File: config.mk
export PLATFORM = sky130hd
export DESIGN_NAME = p1305_ctrl
export DESIGN_NICKNAME = d
export VERILOG_FILES = /design/src/hdl/p1305_pkg.sv /design/src/hdl/p1305_ctrl.sv
export SDC_FILE = /design/constraint.sdc
export NUM_CORES = 1
export LEC_CHECK = 0
export BUFFER_PORTS_ARGS = -buffer_cell sky130_fd_sc_hd__buf_2
export CAP_MARGIN = 20
export CORE_MARGIN = 2
export CORE_UTILIZATION = 48
export DETAILED_ROUTE_END_ITERATION = 8
export PLACE_DENSITY = 0.72
export SLEW_MARGIN = 20
export SYNTH_ARGS = -nofsm -noshare
export SYNTH_HDL_FRONTEND = slang
export SYNTH_SLANG_ARGS = --single-unit
export TNS_END_PERCENT = 30
File: constraint.sdc
create_clock -name clk -period 1.9 [get_ports clk]
set_input_delay 0.19 -clock clk [delete_from_list [all_inputs] [get_ports clk]]
set_output_delay 0.19 -clock clk [all_outputs]
set_load 0.005 [all_outputs]
File: src/hdl/p1305_pkg.sv
// Poly1305 authenticator: shared types, constants and the controller command set.
// Used by every module of the block; depends on nothing.
`timescale 1ns / 1ps
package p1305_pkg;

	localparam int LimbW   = 26;
	localparam int AccW    = 27;
	localparam int HW      = 28;
	localparam int RW      = 26;
	localparam int SW      = 29;
	localparam int DW      = 64;
	localparam int CW      = 38;
	localparam int NLimb   = 5;
	localparam int IdxW    = 3;
	localparam int CfgAw   = 5;
	localparam int CfgDw   = 64;

	localparam logic [LimbW-1:0] LIMB_MASK = 26'h3ffffff;
	localparam logic [AccW-1:0]  TOP_BIT   = 27'd16777216;

	// key clamp, one mask per 26-bit limb of r
	localparam logic [RW-1:0] CLAMP [NLimb] = '{
		26'h3ffffff, 26'h3ffff03, 26'h3ffc0ff, 26'h3f03fff, 26'h00fffff
	};

	// register indexes
	localparam logic [1:0] REG_R_LOW    = 2'd0;
	localparam logic [1:0] REG_R_HIGH   = 2'd1;
	localparam logic [1:0] REG_PAD_LOW  = 2'd2;
	localparam logic [1:0] REG_PAD_HIGH = 2'd3;

	typedef struct packed {
		logic [63:0] block_low;
		logic [63:0] block_high;
		logic [4:0]  byte_count;
		logic        last_block;
		logic        mode;
		logic [63:0] expected_low;
		logic [63:0] expected_high;
	} in_beat_t;

	typedef struct packed {
		logic [63:0] tag_low;
		logic [63:0] tag_high;
		logic        tag_mismatch;
	} out_beat_t;

	typedef enum logic [3:0] {
		ST_IDLE, ST_START, ST_MUL, ST_CARRY, ST_FOLD, ST_FLOAD, ST_SELECT, ST_TAG
	} state_t;

	typedef enum logic [2:0] {
		OP_NONE, OP_LATCH, OP_LOAD, OP_MUL, OP_CARRY, OP_FOLD, OP_FLOAD, OP_SELECT
	} op_t;

	typedef struct packed {
		op_t             op;
		logic            emit;
		logic [IdxW-1:0] i;
		logic [IdxW-1:0] j;
	} cmd_t;

	typedef struct packed {
		logic has_block;
		logic last;
		logic out_busy;
	} status_t;

endpackage

File: src/hdl/p1305_ctrl.sv
// Poly1305 controller: sequences load, limb products, carries and final reduction.
// Depends on p1305_pkg; drives p1305_dp through cmd_t and reads status_t.
`timescale 1ns / 1ps
module p1305_ctrl (
	input  logic                 clk,
	input  logic                 arst_n,
	input  logic                 in_valid,
	output logic                 in_ready,
	input  p1305_pkg::status_t   stat,
	output p1305_pkg::cmd_t      cmd
);

	p1305_pkg::state_t state_q, state_d;
	logic [p1305_pkg::IdxW-1:0] i_q, i_d, j_q, j_d;
	logic fin_q, fin_d;

	// state register
	always_ff @(posedge clk or negedge arst_n) begin
		if (!arst_n) begin
			state_q <= p1305_pkg::ST_IDLE;
			i_q     <= '0;
			j_q     <= '0;
			fin_q   <= 1'b0;
		end else begin
			state_q <= state_d;
			i_q     <= i_d;
			j_q     <= j_d;
			fin_q   <= fin_d;
		end
	end

	// next state and commands
	always_comb begin
		state_d  = state_q;
		i_d      = i_q;
		j_d      = j_q;
		fin_d    = fin_q;
		in_ready = 1'b0;
		cmd.op   = p1305_pkg::OP_NONE;
		cmd.emit = 1'b0;
		cmd.i    = i_q;
		cmd.j    = j_q;
		case (state_q)
			p1305_pkg::ST_IDLE: begin
				in_ready = 1'b1;
				if (in_valid) begin
					cmd.op  = p1305_pkg::OP_LATCH;
					state_d = p1305_pkg::ST_START;
				end
			end
			p1305_pkg::ST_START: begin
				fin_d = 1'b0;
				if (stat.has_block) begin
					cmd.op  = p1305_pkg::OP_LOAD;
					i_d     = '0;
					j_d     = '0;
					state_d = p1305_pkg::ST_MUL;
				end else if (stat.last) begin
					state_d = p1305_pkg::ST_FLOAD;
				end else begin
					state_d = p1305_pkg::ST_IDLE;
				end
			end
			p1305_pkg::ST_MUL: begin
				cmd.op = p1305_pkg::OP_MUL;
				if (j_q == 3'd4) begin
					j_d = '0;
					if (i_q == 3'd4) begin
						i_d     = '0;
						state_d = p1305_pkg::ST_CARRY;
					end else begin
						i_d = i_q + 3'd1;
					end
				end else begin
					j_d = j_q + 3'd1;
				end
			end
			p1305_pkg::ST_CARRY: begin
				cmd.op = p1305_pkg::OP_CARRY;
				if (i_q == 3'd4) begin
					i_d     = '0;
					state_d = p1305_pkg::ST_FOLD;
				end else begin
					i_d = i_q + 3'd1;
				end
			end
			p1305_pkg::ST_FOLD: begin
				cmd.op = p1305_pkg::OP_FOLD;
				if (fin_q)
					state_d = p1305_pkg::ST_SELECT;
				else if (stat.last)
					state_d = p1305_pkg::ST_FLOAD;
				else
					state_d = p1305_pkg::ST_IDLE;
			end
			p1305_pkg::ST_FLOAD: begin
				// final carry pass starts at limb one
				cmd.op  = p1305_pkg::OP_FLOAD;
				fin_d   = 1'b1;
				i_d     = 3'd1;
				state_d = p1305_pkg::ST_CARRY;
			end
			p1305_pkg::ST_SELECT: begin
				cmd.op  = p1305_pkg::OP_SELECT;
				state_d = p1305_pkg::ST_TAG;
			end
			p1305_pkg::ST_TAG: begin
				if (!stat.out_busy) begin
					cmd.emit = 1'b1;
					fin_d    = 1'b0;
					state_d  = p1305_pkg::ST_IDLE;
				end
			end
			default: state_d = p1305_pkg::ST_IDLE;
		endcase
	end

endmodule

# == After elaboration in Yosys (flattened, before gate mapping) ==
# Cells that the tools add are included.
# classes
n_eq_ne,15
n_reduce_logical,8
shift,0
magnitude_cmp,0
n_bitwise,0
addsub,2
n_mux,23
div_mod_pow,0
n_mul,0
# ops
operator,count
$pmux W4 S8,1
$mux W4,6
$pmux W3 S7,1
$mux W3,6
$eq A4 B3 Y1 const B,4
$ne A2 B2 Y1 const B,6
$pmux W3 S4,1
$eq A4 B2 Y1 const B,2
$add A3 B1 Y3 const B,2
$eq A3 B3 Y1 const B,2
$pmux W3 S2,1
$mux W1,5
$reduce_and A5 Y1,1
$eq A4 B1 Y1 const B,1
$logic_not A4 Y1,1
$reduce_and A2 Y1,2
$reduce_bool A4 Y1,1
$pmux W1 S3,1
$reduce_and A3 Y1,1
$reduce_bool A3 Y1,1
$mux W2,1
$reduce_bool A2 Y1,1
# totals
wordCells,52
romBits,0
n_memories,0
latchBits,0
register_bits,11
ramBits,0
out_inout_bits,11

# == Longest topological paths before layout ==
# depth
word_depth,4
ltp_mapped,6

# == Worst setup path after synthesis ==
# Ideal clock, no wire load.
# synth_path
path_type,register -> register
from,reg j_q[0] (netlist bit)
to,reg state_q[1]
required_time_ps,1778
arrival_time_ps,1395
path_slack_ps,384
setup_ps,122
path_stages_with_launch,6
path_cell_list,dfrtp_1 inv_1 ha_1 and2_1 or3_4 a32o_1
# synth_via
elab_chain_cells,3
# synth_rtl
element,line_no,source
start: declaration,p1305_ctrl.sv:14,"logic [p1305_pkg::IdxW-1:0] i_q, i_d, j_q, j_d;"
start signal: assignment,p1305_ctrl.sv:27,j_q <= j_d;
$eq A3 B3 Y1,p1305_ctrl.sv:66,if (j_q == 3'd4) begin
$ne A2 B2 Y1 (no source line),-,
$reduce_and A5 Y1 (no source line),-,
end signal: assignment,p1305_ctrl.sv:20,state_q <= p1305_pkg::ST_IDLE;
end signal: assignment,p1305_ctrl.sv:25,state_q <= state_d;
end: declaration,p1305_ctrl.sv:13,"p1305_pkg::state_t state_q, state_d;"
# Every way passes these cells.
# A chain may end at the register's enable or synchronous reset.

==> impl_metrics.ini <==
[clock_network]
cts_root_buf = clkbuf_4
path_clk_slew_ps = 80
post_cts_buffers = 0
cts_resized = 0
clock_latency_ps = 280
clock-sinks = 10
holdBufCountCts = 1
cts_tree = built
clockBufferDepth = 2
ctsHtreeMaxLevel = 1
numCtsBuffers = 3

[global_routing]
grt_usage = 0.193
grt_overflow = 0
grt_pass1_vias = 646
grt_first_pass_wirelength_um = 2750
antenna_found_initial = 0
grt_max_degree = 14

[floorplanning]
start_util = 0.507
core_um2 = 1490
dieHeight_um = 43.6
ios = 17
rows = 14
die_w_um = 43.6
fp.dieArea_um2 = 1900

[power_and_ir_drop]
peakVddDrop_v = 0.000773
p_leak_uw = 0.000428
power.density_nw_per_um2 = 1700

[final_layout]
final_common_cell = buf_2
drive_gt1_frac = 0.252
final_util = 0.601
layout_common_cells = 16 x buf_2, 12 x nand2_1, 10 x o21ai_0, 10 x dfrtp_1
nets = 122
area_growth_pct = 18.6
num_antenna_cells = 0

[synthesis]
synth-async-reset-ratio = 1.00
synth.distinct_cells = 32
syn_nets = 102
syn_area_um2 = 754
synthCells = 92
synth_warnings = 0
synthFlopType = dfrtp_1
synth-edff-count = 0
syn_area_per_cell_um2 = 8.20
synth_seq_area_share = 0.332
synth-seq-cells = 10

[sta]
finalSetupViolCount = 0
relSlewSlack = 0.708
setup_tns_ps = 0
finalMaxSlewViolations = 0
worst_hold_slack_ps = 276
rsz0062_at_grt = no
fin_crit_ps = 1780
timing.final.crit_share = 0.938
worst_slew_pin_slew_ps = 438
hold_viol = 0
max_freq_mhz = 561
clock-skew-final_ps = 12.0

[detailed_routing]
wl_per_cell_um = 12.6
num_vias = 726
top_layer_used = met4
drc = 0
final_antenna_net_count = 0
via_per_inst = 5.72
finalWirelength_um = 1600
dr_wl_met3_um = 74
drtPass1Iterations = 4
wl_met2_um = 738
drt_iter0_drc = 11
met1_length_um = 775

[placed_design]
dp_hpwl_um = 1230
port_buffers = 16
gp_congestion = 0.783

[worst_setup_path]
worstPathMaxFanout = 13
endpoint_kind = output pin
critPathMaxStageDelay_ps = 540
crit_chain = nor2b_1 -> o21ai_0 -> nand2_1 -> buf_2
arrival_ps = 1590
crit_path_top_delay_cell = dfrtp_1
crit_type = flop to output pin
required_ps = 1710
start_kind = flop

[min_path]
min_path_type = input pin to flop

[run]
maxCapViolations = 0

[run_status]
status = complete, no violations
-- final timing paths --
kind                                              from                endpoint  slack, ps  depth (start not counted)
min in group asynchronous                       arst_n       fin_q$_DFFE_PN0P_        300                          2
max in group asynchronous                       arst_n      i_q[1]$_DFFE_PN0P_       1390                          2
worst min-delay path                           stat[2]      j_q[1]$_DFFE_PN0P_        280                          4
worst max register to register      j_q[0]$_DFFE_PN0P_  state_q[0]$_DFFE_PN0P_        310                          5
worst min register to register      i_q[2]$_DFFE_PN0P_      i_q[2]$_DFFE_PN0P_        510                          1
worst max-delay path            state_q[1]$_DFFE_PN0P_                  cmd[8]        120                          4
-- cells in the mapped netlist (2+ instances only) --
cell / count / share of area
inv_1: 6 / 0.030
nor2b_1: 5 / 0.041
xnor2_1: 2 / 0.023
ha_1: 4 / 0.066
buf_2: 2 / 0.013
a32o_1: 4 / 0.053
dfrtp_1: 10 / 0.33
nor3_1: 4 / 0.027
a21oi_1: 6 / 0.040
clkbuf_1: 2 / 0.010
nor2_1: 6 / 0.030
o21ai_0: 10 / 0.066
nand2_1: 12 / 0.060
-- layer usage --
layer | GRT usage | up-vias
met5 | 0 | -
met4 | 0.0667 | 0
met3 | 0.0625 | 2
met2 | 0.306 | 17
met1 | 0.248 | 342
li1 | - | 365
-- report_power, final --
| part | switching (µW) | leakage (µW) | internal [µW] | total, µW |
|---|---|---|---|---|
| logic | 453 | 0.000278 | 430 | 884 |
| registers | 132 | 0.000129 | 306 | 438 |
| clock network | 83.2 | 0.0000210 | 117 | 200 |
-- metrics by stage --
step	instances	total power, µW	cell area [µm²]	setup slack, ps
after global placement	122	1300	848	368
after detailed placement	122	1320	848	308
after floorplan	92	1080	754	384
after CTS	127	1520	895	138
final	127	1520	895	118
after global routing	127	1670	895	0.512
-- kinds of logic (layout without fill, tap and decap cells) --
group | after synthesis | after routing | synth area share
compound gates | 27 | 27 | 0.236
xor+xnor | 2 | 2 | 0.0232
fa+ha+maj | 4 | 4 | 0.0663
buf+inv | 12 | 31 | 0.0779
flops | 10 | 10 | 0.332
mux | 1 | 1 | 0.0133
simple gates | 36 | 36 | 0.252
-- flip-flops by register name, indices dropped and copies added, names as in the netlist --
register / cells
fin_q: 1
i_q: 3
j_q: 3
state_q: 3
-- final cells by class --
class / instances / area [µm²]
Clock buffer: 4 / 36.3
Fill cell: 130 / 594
Inverter: 6 / 22.5
Multi-Input combinational cell: 70 / 445
Sequential cell: 10 / 250
Tap cell: 16 / 20.0
Timing Repair Buffer: 21 / 120
-- worst max-delay path: cells and delay by family (launching register included) --
kind	cells	cell delay (ps)
flops	1	540
simple gates	2	480
compound gates	1	190
buf+inv	1	100
No activity file was read; power rests on OpenSTA's default activity.
